$ cat src/hw/rtl/rms_pkg.sv
// Shared types and constants of the RMS meter.
package rms_pkg;

  // Accumulator width and its saturation value.
  localparam int unsigned SUM_W = 48;
  localparam logic [SUM_W-1:0] SUM_MAX = {SUM_W{1'b1}};

  // Root of a SUM_W-bit value has half as many bits.
  localparam int unsigned ROOT_W = SUM_W / 2;

  // Result field widths.
  localparam int unsigned RMS_W = 16;
  localparam int unsigned LEN_W = 17;

  // Iteration counter of the back end covers SUM_W divide steps.
  localparam int unsigned STEP_W = $clog2(SUM_W);

  // Run queue between front and back.
  localparam int unsigned QUEUE_DEPTH = 4;
  localparam int unsigned QPTR_W = $clog2(QUEUE_DEPTH);
  localparam int unsigned QLVL_W = $clog2(QUEUE_DEPTH + 1);

  // Front status: queue push this cycle and run ends still in flight.
  typedef struct packed {
    logic       push;
    logic [1:0] pending;
  } front_stat_t;

  // Queue status.
  typedef struct packed {
    logic              empty;
    logic [QLVL_W-1:0] level;
  } queue_stat_t;

  // Back-end sequencer states.
  typedef enum logic [3:0] {
    ST_IDLE = 4'b0001,
    ST_DIV  = 4'b0010,
    ST_ROOT = 4'b0100,
    ST_DONE = 4'b1000
  } back_state_t;

endpackage

$ cat src/hw/rtl/rms_meter_top.sv
// Top level of the RMS meter: front accumulator, run queue, divide/root back end.
//
//  Channel | Handshake           | Word
//  --------+---------------------+--------------------------------------
//  in      | in_valid, in_ready  | sample, is_last
//  out     | out_valid,out_ready | rms_value, run_length, overflow
//
// Flow: one sample word per cycle while in_ready is high. A sample passes
// through the front pipe stages (magnitude, square, sum); a run's end then
// waits in a four-deep queue and goes through the back end, one run at a
// time, by the bit-serial divider and the two-bit-per-cycle root.
// Reset: rst clears the accumulators, the queue and the back-end sequencer.
// Stalls: in_ready drops only when the queue plus run ends still in the
// front pipe would fill it; a waiting result does not block the back end
// from starting on the next run until that run is finished too.
module rms_meter_top #(
  parameter int unsigned MAX_SAMPLES = 65536,
  parameter int unsigned SAMPLE_BITS = 16
) (
  input  logic                      clk,
  input  logic                      rst,
  input  logic                      in_valid,
  output logic                      in_ready,
  input  logic signed [15:0]        sample,
  input  logic                      is_last,
  output logic                      out_valid,
  input  logic                      out_ready,
  output logic [rms_pkg::RMS_W-1:0] rms_value,
  output logic [rms_pkg::LEN_W-1:0] run_length,
  output logic                      overflow
);

  // Count holds MAX_SAMPLES itself.
  localparam int unsigned CNT_W = $clog2(MAX_SAMPLES + 1);

  rms_pkg::front_stat_t      fstat;
  rms_pkg::queue_stat_t      qstat;
  logic                      accept;
  logic                      pop;
  logic [rms_pkg::SUM_W-1:0] push_sum, rd_sum;
  logic [CNT_W-1:0]          push_cnt, rd_cnt;
  logic                      push_drop, rd_drop;
  logic [rms_pkg::QLVL_W:0]  committed;

  // Reserve a queue slot for every run end already inside the front pipe.
  assign committed = (rms_pkg::QLVL_W + 1)'(qstat.level) + (rms_pkg::QLVL_W + 1)'(fstat.pending);
  assign in_ready  = (committed < (rms_pkg::QLVL_W + 1)'(rms_pkg::QUEUE_DEPTH));
  assign accept    = in_valid && in_ready;

  rms_front #(
    .MAX_SAMPLES (MAX_SAMPLES),
    .SAMPLE_BITS (SAMPLE_BITS),
    .CNT_W       (CNT_W)
  ) u_front (
    .clk       (clk),
    .rst       (rst),
    .accept    (accept),
    .sample    (sample),
    .is_last   (is_last),
    .stat      (fstat),
    .push_sum  (push_sum),
    .push_cnt  (push_cnt),
    .push_drop (push_drop)
  );

  rms_queue #(
    .CNT_W (CNT_W)
  ) u_queue (
    .clk     (clk),
    .rst     (rst),
    .push    (fstat.push),
    .wr_sum  (push_sum),
    .wr_cnt  (push_cnt),
    .wr_drop (push_drop),
    .pop     (pop),
    .rd_sum  (rd_sum),
    .rd_cnt  (rd_cnt),
    .rd_drop (rd_drop),
    .stat    (qstat)
  );

  rms_back #(
    .CNT_W (CNT_W)
  ) u_back (
    .clk        (clk),
    .rst        (rst),
    .qstat      (qstat),
    .rd_sum     (rd_sum),
    .rd_cnt     (rd_cnt),
    .rd_drop    (rd_drop),
    .pop        (pop),
    .out_valid  (out_valid),
    .out_ready  (out_ready),
    .rms_value  (rms_value),
    .run_length (run_length),
    .overflow   (overflow)
  );

  // A run end never arrives at a full queue.
  a_push_room: assert property (@(posedge clk) disable iff (rst)
    fstat.push |-> (qstat.level < rms_pkg::QLVL_W'(rms_pkg::QUEUE_DEPTH)))
    else $error("run pushed into full queue");

  // Queue level stays within its depth.
  a_level_bound: assert property (@(posedge clk) disable iff (rst)
    qstat.level <= rms_pkg::QLVL_W'(rms_pkg::QUEUE_DEPTH))
    else $error("queue level out of range");

  // A run that dropped samples reports exactly the cap as its length.
  a_overflow_len: assert property (@(posedge clk) disable iff (rst)
    (out_valid && overflow) |-> (run_length == rms_pkg::LEN_W'(MAX_SAMPLES)))
    else $error("overflow run with wrong length");

endmodule

$ cat src/hw/rtl/rms_front.sv
// Front end: take samples, square them and accumulate per run.
module rms_front #(
  parameter int unsigned MAX_SAMPLES = 65536,
  parameter int unsigned SAMPLE_BITS = 16,
  parameter int unsigned CNT_W       = 17
) (
  input  logic                     clk,
  input  logic                     rst,
  input  logic                     accept,
  input  logic signed [15:0]       sample,
  input  logic                     is_last,
  output rms_pkg::front_stat_t     stat,
  output logic [rms_pkg::SUM_W-1:0] push_sum,
  output logic [CNT_W-1:0]         push_cnt,
  output logic                     push_drop
);

  localparam int unsigned EXT_W = (SAMPLE_BITS > 16) ? SAMPLE_BITS : 16;
  localparam int unsigned SQ_W  = 2 * SAMPLE_BITS;

  logic [EXT_W-1:0]       raw_ext;
  logic [SAMPLE_BITS-1:0] raw;
  logic                   take;
  logic [CNT_W-1:0]       total_upd;
  logic                   drop_upd;

  logic [CNT_W-1:0]       total;
  logic                   dropped;

  // Stage A: magnitude and run bookkeeping.
  logic                   a_valid, a_take, a_last, a_drop;
  logic [SAMPLE_BITS-1:0] a_mag;
  logic [CNT_W-1:0]       a_cnt;

  // Stage B: square.
  logic                   b_valid, b_take, b_last, b_drop;
  logic [SQ_W-1:0]        b_sq;
  logic [CNT_W-1:0]       b_cnt;

  // Stage C: sum.
  logic [rms_pkg::SUM_W-1:0] sum;
  logic [rms_pkg::SUM_W:0]   sum_add;
  logic [rms_pkg::SUM_W-1:0] sum_next;

  assign raw_ext   = EXT_W'($unsigned(sample));
  assign raw       = raw_ext[SAMPLE_BITS-1:0];
  assign take      = (total < CNT_W'(MAX_SAMPLES));
  assign total_upd = take ? total + CNT_W'(1) : total;
  assign drop_upd  = dropped | ~take;

  always_ff @(posedge clk) begin
    if (rst) begin
      total   <= '0;
      dropped <= 1'b0;
      a_valid <= 1'b0;
    end else begin
      a_valid <= accept;
      if (accept) begin
        // Clear the run on its last word; the snapshot travels down the pipe.
        total   <= is_last ? '0 : total_upd;
        dropped <= is_last ? 1'b0 : drop_upd;
      end
    end
  end

  always_ff @(posedge clk) begin
    if (accept) begin
      a_take <= take;
      a_last <= is_last;
      a_mag  <= raw[SAMPLE_BITS-1] ? (~raw + SAMPLE_BITS'(1)) : raw;
      a_cnt  <= total_upd;
      a_drop <= drop_upd;
    end
  end

  always_ff @(posedge clk) begin
    if (rst) begin
      b_valid <= 1'b0;
    end else begin
      b_valid <= a_valid;
    end
  end

  always_ff @(posedge clk) begin
    b_take <= a_take;
    b_last <= a_last;
    b_sq   <= SQ_W'(a_mag) * SQ_W'(a_mag);
    b_cnt  <= a_cnt;
    b_drop <= a_drop;
  end

  // Saturate the running sum at its top value.
  assign sum_add  = {1'b0, sum} + (rms_pkg::SUM_W + 1)'(b_sq);
  assign sum_next = (b_valid && b_take)
                  ? (sum_add[rms_pkg::SUM_W] ? rms_pkg::SUM_MAX
                                             : sum_add[rms_pkg::SUM_W-1:0])
                  : sum;

  always_ff @(posedge clk) begin
    if (rst) begin
      sum <= '0;
    end else if (b_valid && b_last) begin
      sum <= '0;
    end else begin
      sum <= sum_next;
    end
  end

  assign push_sum     = sum_next;
  assign push_cnt     = b_cnt;
  assign push_drop    = b_drop;
  assign stat.push    = b_valid & b_last;
  assign stat.pending = {1'b0, a_valid & a_last} + {1'b0, b_valid & b_last};

endmodule

$ cat src/hw/rtl/rms_queue.sv
// Short queue of finished runs between front and back.
module rms_queue #(
  parameter int unsigned CNT_W = 17
) (
  input  logic                      clk,
  input  logic                      rst,
  input  logic                      push,
  input  logic [rms_pkg::SUM_W-1:0] wr_sum,
  input  logic [CNT_W-1:0]          wr_cnt,
  input  logic                      wr_drop,
  input  logic                      pop,
  output logic [rms_pkg::SUM_W-1:0] rd_sum,
  output logic [CNT_W-1:0]          rd_cnt,
  output logic                      rd_drop,
  output rms_pkg::queue_stat_t      stat
);

  logic [rms_pkg::SUM_W-1:0]  sum_q  [rms_pkg::QUEUE_DEPTH];
  logic [CNT_W-1:0]           cnt_q  [rms_pkg::QUEUE_DEPTH];
  logic                       drop_q [rms_pkg::QUEUE_DEPTH];
  logic [rms_pkg::QPTR_W-1:0] wr_ptr, rd_ptr;
  logic [rms_pkg::QLVL_W-1:0] level;

  always_ff @(posedge clk) begin
    if (push) begin
      sum_q[wr_ptr]  <= wr_sum;
      cnt_q[wr_ptr]  <= wr_cnt;
      drop_q[wr_ptr] <= wr_drop;
    end
  end

  always_ff @(posedge clk) begin
    if (rst) begin
      wr_ptr <= '0;
      rd_ptr <= '0;
      level  <= '0;
    end else begin
      if (push) wr_ptr <= wr_ptr + rms_pkg::QPTR_W'(1);
      if (pop)  rd_ptr <= rd_ptr + rms_pkg::QPTR_W'(1);
      case ({push, pop})
        2'b10:   level <= level + rms_pkg::QLVL_W'(1);
        2'b01:   level <= level - rms_pkg::QLVL_W'(1);
        default: level <= level;
      endcase
    end
  end

  assign rd_sum     = sum_q[rd_ptr];
  assign rd_cnt     = cnt_q[rd_ptr];
  assign rd_drop    = drop_q[rd_ptr];
  assign stat.empty = (level == '0);
  assign stat.level = level;

endmodule

$ cat src/hw/rtl/rms_back.sv
// Back end: serial divide by the count, serial square root, result register.
module rms_back #(
  parameter int unsigned CNT_W = 17
) (
  input  logic                        clk,
  input  logic                        rst,
  input  rms_pkg::queue_stat_t        qstat,
  input  logic [rms_pkg::SUM_W-1:0]   rd_sum,
  input  logic [CNT_W-1:0]            rd_cnt,
  input  logic                        rd_drop,
  output logic                        pop,
  output logic                        out_valid,
  input  logic                        out_ready,
  output logic [rms_pkg::RMS_W-1:0]   rms_value,
  output logic [rms_pkg::LEN_W-1:0]   run_length,
  output logic                        overflow
);

  localparam int unsigned SW = rms_pkg::SUM_W;
  localparam int unsigned RW = rms_pkg::ROOT_W;

  rms_pkg::back_state_t state;

  logic [rms_pkg::STEP_W-1:0] step;
  logic [SW-1:0]              dvd;
  logic [CNT_W-1:0]           rem;
  logic [CNT_W-1:0]           divisor;
  logic                       drop;
  logic [RW-1:0]              root;
  logic [RW:0]                rrem;

  logic [CNT_W:0]             rem_sh, rem_diff;
  logic                       div_ge;
  logic [RW+2:0]              trial, trial_sub, trial_diff;
  logic                       root_ge;
  logic                       can_load;

  assign rem_sh   = {rem, dvd[SW-1]};
  assign rem_diff = rem_sh - {1'b0, divisor};
  assign div_ge   = (rem_sh >= {1'b0, divisor});

  assign trial      = {rrem, dvd[SW-1:SW-2]};
  assign trial_sub  = {1'b0, root, 2'b01};
  assign trial_diff = trial - trial_sub;
  assign root_ge    = (trial >= trial_sub);

  assign pop      = (state == rms_pkg::ST_IDLE) && !qstat.empty;
  assign can_load = !out_valid || out_ready;

  always_ff @(posedge clk) begin
    if (rst) begin
      state     <= rms_pkg::ST_IDLE;
      out_valid <= 1'b0;
    end else begin
      // Load a new result, or drop the one just taken.
      if ((state == rms_pkg::ST_DONE) && can_load) begin
        out_valid <= 1'b1;
      end else if (out_ready) begin
        out_valid <= 1'b0;
      end
      case (state)
        rms_pkg::ST_IDLE: begin
          if (pop) state <= rms_pkg::ST_DIV;
        end
        rms_pkg::ST_DIV: begin
          if (step == rms_pkg::STEP_W'(SW - 1)) state <= rms_pkg::ST_ROOT;
        end
        rms_pkg::ST_ROOT: begin
          if (step == rms_pkg::STEP_W'(RW - 1)) state <= rms_pkg::ST_DONE;
        end
        rms_pkg::ST_DONE: begin
          if (can_load) begin
            state <= rms_pkg::ST_IDLE;
          end
        end
        default: state <= rms_pkg::ST_IDLE;
      endcase
    end
  end

  always_ff @(posedge clk) begin
    case (state)
      rms_pkg::ST_IDLE: begin
        dvd     <= rd_sum;
        divisor <= rd_cnt;
        drop    <= rd_drop;
        rem     <= '0;
        step    <= '0;
      end
      rms_pkg::ST_DIV: begin
        // Restoring divide, one quotient bit per cycle, MSB first.
        rem  <= div_ge ? rem_diff[CNT_W-1:0] : rem_sh[CNT_W-1:0];
        dvd  <= {dvd[SW-2:0], div_ge};
        step <= (step == rms_pkg::STEP_W'(SW - 1)) ? '0 : step + rms_pkg::STEP_W'(1);
        root <= '0;
        rrem <= '0;
      end
      rms_pkg::ST_ROOT: begin
        // Digit-by-digit root, two radicand bits per cycle.
        rrem <= root_ge ? trial_diff[RW:0] : trial[RW:0];
        root <= {root[RW-2:0], root_ge};
        dvd  <= {dvd[SW-3:0], 2'b00};
        step <= step + rms_pkg::STEP_W'(1);
      end
      rms_pkg::ST_DONE: begin
        if (can_load) begin
          rms_value  <= (divisor == '0) ? '0 : rms_pkg::RMS_W'(root);
          run_length <= rms_pkg::LEN_W'(divisor);
          overflow   <= drop;
        end
      end
      default: step <= '0;
    endcase
  end

endmodule
$ cat config.mk
export PLATFORM = sky130hd
export DESIGN_NAME = rms_meter_top
export DESIGN_NICKNAME = d
export VERILOG_FILES = /design/src/hw/rtl/rms_pkg.sv /design/src/hw/rtl/rms_meter_top.sv /design/src/hw/rtl/rms_front.sv /design/src/hw/rtl/rms_queue.sv /design/src/hw/rtl/rms_back.sv
export SDC_FILE = /design/constraint.sdc
export NUM_CORES = 1
export LEC_CHECK = 0
export ABC_CLOCK_PERIOD_IN_PS = 6100
export BUFFER_PORTS_ARGS = -buffer_cell sky130_fd_sc_hd__clkbuf_2
export CORE_ASPECT_RATIO = 0.6
export CORE_UTILIZATION = 55
export DETAILED_ROUTE_END_ITERATION = 12
export PLACE_DENSITY = 0.74
export SLEW_MARGIN = 30
export SYNTH_ARGS = -nofsm -noshare
export SYNTH_HDL_FRONTEND = slang
export SYNTH_HIERARCHICAL = 1
export SYNTH_SLANG_ARGS = --single-unit
$ cat constraint.sdc
create_clock -name clk -period 6.1 [get_ports clk]
set_clock_uncertainty 0.15 [all_clocks]
set_input_delay 0.915 -clock clk [delete_from_list [all_inputs] [get_ports clk]]
set_output_delay 0.915 -clock clk [all_outputs]
set_load 0.01 [all_outputs]
# After elaboration in Yosys (flattened, before gate mapping)
# Memories as Yosys holds them, arrays and structs flattened. A register that Yosys moved wholly into a read port is not among the register bits.
# Cells that the tools add are included.
[totals]
n_memories = 3
ff_bits = 322
elab_cells = 110
mem_bits_ro = 0
latch_bits = 0
inputBits = 21
ramBits = 264
output_inout_bits = 36
[mem_list]
columns = ["name", "words", "width", "read_ports", "rd_clocked_by_memory_dff", "write_ports", "line_no", "rtl"]
rows = [
  ["u_queue.sum_q", 4, 48, 1, 1, 1, "rms_queue.sv:18", "logic [rms_pkg::SUM_W-1:0] sum_q [rms_pkg::QUEUE_DEPTH];"],
  ["u_queue.cnt_q", 4, 17, 1, 1, 1, "rms_queue.sv:19", "logic [CNT_W-1:0] cnt_q [rms_pkg::QUEUE_DEPTH];"],
  ["u_queue.drop_q", 4, 1, 1, 1, 1, "rms_queue.sv:20", "logic drop_q [rms_pkg::QUEUE_DEPTH];"],
]
[classes]
mul = 1
n_lt_le_gt_ge = 4
reduce_logical = 18
add_sub_neg = 12
eq_ne = 12
bitwise = 5
n_mux = 26
shift = 0
n_div = 0
[op_table]
columns = ["op", "n"]
rows = [
  ["$pmux W48 S3", 1],
  ["$mux W48", 2],
  ["$mux W17", 3],
  ["$pmux W25 S2", 1],
  ["$add A48 B32 Y49", 1],
  ["$pmux W24 S2", 1],
  ["$pmux W17 S2", 1],
  ["$mul A16 B16 Y32", 1],
  ["$ge A27 B26 Y1", 1],
  ["$mux W25", 1],
  ["$sub A25 B25 Y25", 1],
  ["$ge A18 B17 Y1", 1],
  ["$pmux W6 S3", 1],
  ["$add A17 B1 Y17 const B", 1],
  ["$logic_not A17 Y1", 1],
  ["$lt A17 B17 Y1 const B", 1],
  ["$sub A17 B17 Y17", 1],
  ["$add A16 B1 Y16 const B", 1],
  ["$mux W4", 4],
  ["$not A16 Y16", 1],
  ["$pmux W4 S4", 1],
  ["$mux W15", 1],
  ["$reduce_bool A2 Y1", 4],
  ["$add A6 B1 Y6 const B", 1],
  ["31 further kinds", 45],
]

# Logic depth before layout (Yosys ltp)
# Gate-level depths: netlist of run 1.
[depth]
depth_word = 5
mapped_depth = 26

# Hierarchy
# The synthesis of run 1 kept the hierarchy.
[by_module_without_submodules]
columns = ["mod", "cells_per_inst", "area_per_inst_um2", "n_inst"]
rows = [
  ["rms_front", 1591, 14497.7, 1],
  ["rms_queue", 390, 9945.8, 1],
  ["rms_back", 841, 9394.0, 1],
  ["rms_meter_top", 3, 33.8, 1],
]

# Worst setup path after synthesis of run 1
# No wires, ideal clock.
[synth_timing]
path_kind = "flip-flop to flip-flop"
startpoint = "register u_front.a_mag[1]"
endpoint = "register u_front.b_sq[31]"
path_stages_with_launch = 23
period_less_slack_ns = 6.453
path_buffers = 2
t_arrival_ns = 6.244
slack_ns = -0.353
t_required_ns = 5.891
path_cell_list = "edfxtp_1 > clkbuf_1 > clkbuf_1 > nand2_1 > fa_1 > inv_1 > fa_1 > fa_1 > fa_1 > fa_1 > inv_1 > fa_1 > inv_1 > ha_1 > and4_1 > and2_1 > a31oi_1 > o211ai_2 > a31o_1 > a211oi_2 > nor2_1 > a311oi_2 > o31a_1"
[synth_between]
elab_chain_len = 1
[synth_rtl]
columns = ["item", "line_no", "rtl"]
rows = [
  ["start: declaration", "rms_front.sv:32", "logic [SAMPLE_BITS-1:0] a_mag;"],
  ["start signal: assignment", "rms_front.sv:70", "a_mag <= raw[SAMPLE_BITS-1] ? (~raw + SAMPLE_BITS'(1)) : raw;"],
  ["$mul A16 B16 Y32", "rms_front.sv:87", "b_sq <= SQ_W'(a_mag) * SQ_W'(a_mag);"],
  ["end signal: assignment", "rms_front.sv:87", ""],
  ["end: declaration", "rms_front.sv:37", "logic [SQ_W-1:0] b_sq;"],
]
# No other way between the ends.
# A chain may end at the register's enable or synchronous reset.

# Worst setup path after layout of run 1
[layout_timing]
startpoint = "register u_front.a_mag[11]"
endpoint = "register u_front.b_sq[29]"
# Same word-level chain as after synthesis.

==> run summary, run 1 <==
die area - 62,600 µm²
GR Util All Layers - 24.3%
Initial Util - 55.6%
hold path startpoint - u_front/a_cnt[13]
failing checks - setup timing
CP Class - reg -> reg
largest net degree at the start of global routing - 59
vias - 21,985
gp weighted congestion - 0.924
core area - 60,900 µm²
reg-to-reg slack, setup - -0.03 ns
CTS tree - done
warnings from Yosys - 6
Crit path top cell by count - fa_1
run status - finished with violations
Worst EP arrival - 6.55 ns
Bufs on Longest Clock Path - 3
post-synth top area share - 41.8%
share of layout cells above drive strength 1 - 15.7%
Worst R2R End - u_front/b_sq[29]
DP Cell Count - 3,713
Ports - 57
worst reg2reg path depth - 20
Startpoint Class - flip-flop
Root Driver - clkbuf_16
cell area after layout - 38,100 µm²
Cell Area, Synth - 33,900 µm²
CTS Sinks - 605
DP HPWL - 52,300 µm
top post-synthesis cells by area - edfxtp_1 42%, fa_1 9.8%, dfxtp_1 7.9%
Worst Hold Class - reg -> reg
Mapped Cells - 2,825
Setup WS pre-CTS - -0.298 ns
Row Count - 70
Seq/Total Area, Yosys - 49.7%
ANT nets after route - 0
initial antenna violation count - 1
MaxCap Viol Count - 0
crit end category - flip-flop
hold endpoint - u_front/push_cnt[13]
family with the most delay on the worst path - adder cells
NumNets Final - 3,338
CTS Buf Count - 55
Synthesized Nets - 3,194
crit-path cells - buf_4, and2_4, fa_1, inv_1, fa_1, fa_1, fa_1, fa_1, inv_1, fa_1, ha_1, buf_4, a21o_1, a21oi_2, o211ai_4, a31o_1, a211oi_2, nor2_2, a311oi_2, xnor2_1
routed wire length - 73,900 µm
fill cell count - 4,485
Post-synth EDFFs - 472
initial DRC count - 1,930
drt wl/cell - 19.2 µm
hold-critical path depth - 0
port bufs - 56
synthesis-to-finish area growth - 12.4%
Buf/Inv on CP - 4
Die W - 322 µm
syn avg cell area - 12.0 µm²
measured slew at the worst slew-check pin - 0.949 ns
clk_lat worst skew - 0.64 ns
Placed Instance Area - 35,600 µm²
Die Y - 194 µm
CTS hold repair buffers - 0
drt pass-1 iters - 5
Post-Route Setup TNS - -0.0626 ns
CP required - 6.51 ns
Non-Filler Instances - 3,844
Peak Freq - 0.163 GHz
Clock H-tree levels - 2
Hold Violations, Final - 0
asr flop ratio synth - 0%
total global routing overflow - 0
Synth Flop Type - edfxtp_1
Via density - 5.72
post-synth top area cell - edfxtp_1
CP max stage delay - 0.54 ns
unrepaired setup endpoints after global routing - true
Worst-path clk slew - 0.06 ns
vias in the first global route - 22,450
DRC - 0
worst r2r src - u_front/a_mag[11]
Seq cells post-synth - 605
slack of the critical path - -0.0330 ns
first-pass GRT wire length - 120,000 µm
final setup vio count - 2
Synth cell types - 87
CP max-delay cell - fa_1
max-slew violations - 0
fin crit share - 101%
Tmin final - 6.13 ns
Rel. slew slack - 35.9%
crit-path max FO - 4
[layout make-up]
| cell class | count | area, µm² | share of cell area (%) |
|---|---|---|---|
| multi-input cells | 1796 | 15800 | 41.5 |
| flip-flops and latches | 605 | 16800 | 44.2 |
| diodes | 1 | 2.50 | 0.00657 |
| clock buffers | 75 | 1540 | 4.05 |
| inverters | 330 | 1240 | 3.26 |
| repair buffers | 181 | 1360 | 3.57 |
| clock inverters | 28 | 267 | 0.700 |
| well taps | 828 | 1040 | 2.72 |
[layer usage]
| layer | GRT usage [%] | routed length (µm) | part of all wire, % | up-vias |
|---|---|---|---|---|
| li1 | - | - | - | 10214 |
| met1 | 37.9 | 35400 | 48 | 10909 |
| met2 | 34.7 | 31000 | 42 | 778 |
| met3 | 5.49 | 6480 | 8.8 | 84 |
| met4 | 4.81 | 1050 | 1.4 | 0 |
| met5 | 0 | 0 | 0 | - |
[state kept, by name (all words and copies together), names as in the netlist, 17 cells and up, named ones only]
name / flops
u_front/push_cnt: 17
u_front/total: 17
u_front/a_cnt: 17
u_back/dvd: 48
u_back/divisor: 17
u_back/rrem: 25
u_front/b_sq: 31
u_back/root: 24
u_front/sum: 48
u_back/run_length: 17
u_back/rem: 17
u_queue/sum_q: 192
u_queue/cnt_q: 68
[placed cells by master, fill, tap and decap left out, types with 32 or more instances in the layout]
| cell | instances |
|---|---|
| a21o_1 | 38 |
| a21oi_1 | 113 |
| a22oi_1 | 48 |
| and2_1 | 79 |
| and3_1 | 32 |
| buf_4 | 101 |
| clkbuf_16 | 55 |
| clkbuf_2 | 56 |
| dfxtp_1 | 131 |
| edfxtp_1 | 472 |
| fa_1 | 159 |
| ha_1 | 167 |
| inv_1 | 306 |
| mux2i_1 | 34 |
| mux4_2 | 66 |
| nand2_1 | 249 |
| nand3_1 | 32 |
| nor2_1 | 201 |
| nor2b_1 | 39 |
| o21ai_0 | 46 |
| xnor2_1 | 95 |
| xor2_1 | 43 |
[how the worst max path moves through the flow]
stage,startpoint,endpoint,slack [ns],depth (start not counted)
2_1_floorplan,u_front/a_mag[10],u_front/b_sq[29],0.003,24
3_5_place_dp,u_front/a_mag[4],u_front/b_sq[31],-0.30,20
3_3_place_gp,u_front/a_mag[1],u_front/b_sq[29],-0.17,23
6_report,u_front/a_mag[11],u_front/b_sq[29],-0.03,20
5_1_grt,u_front/a_mag[10],u_front/b_sq[31],-0.22,23
4_1_cts,u_front/a_mag[3],u_front/b_sq[31],0.004,25
[synth_stat cells, types with 38 or more instances]
master,number
a21o_1,38
nor2_1,205
xnor2_1,95
clkbuf_1,68
and2_1,91
dfxtp_1,133
nand2_1,258
xor2_1,43
edfxtp_1,472
ha_1,182
inv_1,329
fa_1,166
nor2b_1,41
a22oi_1,48
a21oi_1,116
mux4_2,66
o21ai_0,48
[per-stage QoR]
stage	utilization, %	hold slack (ns)
floorplan	-	0.173
global placement	58.4	0.179
global route	62.5	0.201
finish	62.5	0.189
CTS	62.1	0.194
detailed placement	58.5	0.177
[worst register-to-register path: cells and delay by family (launching register included)]
family                   cells  cell delay (ns)
adder cells (fa/ha/maj)      7             3.25
XOR/XNOR                     1             0.15
AO/OA/AOI/OAI                6             1.36
buffers and inverters        4             0.45
flip-flops                   1             0.45
AND/OR/NAND/NOR              2             0.23
[logic make-up after synthesis]
group | after synthesis | synth area share [%]
AO/OA/AOI/OAI | 422 | 8.62
adder cells (fa/ha/maj) | 348 | 16.5
flip-flops | 605 | 49.7
multiplexers | 107 | 5.64
XOR/XNOR | 138 | 3.57
AND/OR/NAND/NOR | 781 | 11.0
buffers and inverters | 424 | 4.97
[what timing repair did]
action | in CTS | in global routing
gates resized for setup | 64 | 41
pin swaps | 71 | 42
buffers inserted | 23 | 6
endpoints found under the setup margin | 9 | 10
Power of run 1 is left out: the tool's default activity adds up to more than one toggle a clock period on the data nets, which glitch-free logic cannot reach.
==> run 2, diff against run 1 <==
--- a/config.mk
+++ b/config.mk
@@ -5,12 +5,12 @@
 export SDC_FILE = /design/constraint.sdc
 export NUM_CORES = 1
 export LEC_CHECK = 0
-export ABC_CLOCK_PERIOD_IN_PS = 6100
+export ABC_CLOCK_PERIOD_IN_PS = 7900
 export BUFFER_PORTS_ARGS = -buffer_cell sky130_fd_sc_hd__clkbuf_2
 export CORE_ASPECT_RATIO = 0.6
 export CORE_UTILIZATION = 55
 export DETAILED_ROUTE_END_ITERATION = 12
-export PLACE_DENSITY = 0.74
+export PLACE_DENSITY = 0.71
 export SLEW_MARGIN = 30
 export SYNTH_ARGS = -nofsm -noshare
 export SYNTH_HDL_FRONTEND = slang
==> constraint.sdc (replaced) <==
create_clock -name clk -period 7.9 [get_ports clk]
set_clock_uncertainty 0.15 [all_clocks]
set_input_delay 1.185 -clock clk [delete_from_list [all_inputs] [get_ports clk]]
set_output_delay 1.185 -clock clk [all_outputs]
set_load 0.01 [all_outputs]
==> run summary, run 2 (same netlist as run 1, synthesis figures left out) <==
run status - completed
met1 usage - 40.1%
CTS hold repair buffers - 0
Bufs on Longest Clock Path - 3
Root Driver - clkbuf_16
Startpoint Class - flip-flop
routed wire length - 72,600 µm
synthesis-to-finish area growth - 8.95%
Die Y - 194 µm
clk_lat worst skew - 0.65 ns
initial antenna violation count - 0
Worst-path clk slew - 0.07 ns
MaxCap Viol Count - 0
Antenna diodes - 0
met2 Usage GRT - 32.4%
measured slew at the worst slew-check pin - 0.977 ns
quantity of gates resized following cts - 0
Hold Violations, Final - 0
grt met3 use - 3.86%
largest net degree at the start of global routing - 59
vias in the first global route - 21,664
Post-Route Setup TNS - 0 ns
Ports - 57
Worst EP arrival - 7.49 ns
initial DRC count - 1,913
most frequent cells in the layout - 472 x edfxtp_1, 329 x inv_1, 258 x nand2_1, 203 x nor2_1, 182 x ha_1
crit end category - flip-flop
port bufs - 56
Worst Hold Class - reg -> reg
DP HPWL - 52,100 µm
max-slew violations - 0
drt pass-1 iters - 6
Tmin final - 7.05 ns
Post-CTS Setup Inserts - 0
Initial Util - 55.6%
CTS Sinks - 605
Clock H-tree levels - 2
drt wl/cell - 19.4 µm
die area - 62,600 µm²
first-pass GRT wire length - 118,000 µm
CTS Buf Count - 55
Peak Freq - 0.142 GHz
top flop regs - u_queue/sum_q (192), u_queue/cnt_q (68)
total global routing overflow - 0
DRC - 0
unrepaired setup endpoints after global routing - false
core area - 60,900 µm²
global route hottest layer - met1
CTS tree - done
Die W - 322 µm
Row Count - 70
NumNets Final - 3,239
final setup vio count - 0
CP required - 8.34 ns
share of layout cells above drive strength 1 - 9.84%
ANT nets after route - 0
final hold slack - 0.186 ns
Rel. slew slack - 34.7%
GR Util All Layers - 23.9%
CP Class - reg -> reg
Via density - 5.75
most common cell after layout, fill and taps aside - edfxtp_1
fin crit share - 89.3%
vias - 21,540
max reg flops - 192
Largest Register - u_queue/sum_q
gp weighted congestion - 0.897
crit-path max FO - 13
[run 2: cell count changes in the layout (fill, tap and decap cells not counted), moves of 8 or more]
cell / before / now
inv_1: 306 / 329
buf_4: 101 / 23
inv_2: 23 / 0
ha_1: 167 / 182
nand2_1: 249 / 258
buf_6: 18 / 1
ha_4: 13 / 0
and2_4: 8 / 0
[run 2: final timing paths]
kind | startpoint | slack [ns] | depth (start not counted) | endpoint
max | u_front/a_mag[12] | 0.85 | 20 | u_front/b_sq[31]
min | u_front/a_cnt[6] | 0.19 | 0 | u_front/push_cnt[6]
max reg2reg | u_front/a_mag[12] | 0.85 | 20 | u_front/b_sq[31]
min reg2reg | u_front/a_cnt[6] | 0.19 | 0 | u_front/push_cnt[6]
[run 2: cell type report]
type	instances	area (µm²)
Multi-Input combinational cell	1796	15400
Fill cell	4785	24000
Sequential cell	605	16800
Clock buffer	71	1470
Tap cell	828	1040
Timing Repair Buffer	82	512
Inverter	330	1240
Clock inverter	33	404
[run 2: per-layer routing]
| layer | vias to the layer above | part of all wire, % |
|---|---|---|
| met1 | 10828 | 52 |
| met3 | 52 | 7.0 |
| met2 | 630 | 40 |
| met4 | 0 | 1.0 |
| met5 | - | 0 |
| li1 | 10030 | - |
[run 2: per-stage QoR]
stage	cell area [µm²]	utilization, %	cells	setup slack [ns]
floorplan	33900	-	2825	1.45
global placement	35000	57.5	3639	0.969
detailed placement	35000	57.5	3640	0.882
CTS	36900	60.6	3744	0.841
global route	36900	60.6	3745	0.379
finish	36900	60.6	3745	0.848
[run 2: worst max-delay path, stage by stage, from the launching register on]
cell and delay [ns]:
edfxtp_1 0.70, inv_1 0.35, nor2_1 0.35, ha_1 0.32
xor2_1 0.20, fa_1 0.49, inv_1 0.05, fa_1 0.53
fa_1 0.44, fa_1 0.52, fa_1 0.49, ha_1 0.39
and4_1 0.29, and2_1 0.17, a31oi_1 0.17, o211ai_2 0.17
a31o_1 0.33, a211oi_2 0.23, nor2_1 0.10, a311oi_2 0.34
o31a_1 0.19
Power of run 2 is left out for the same reason.
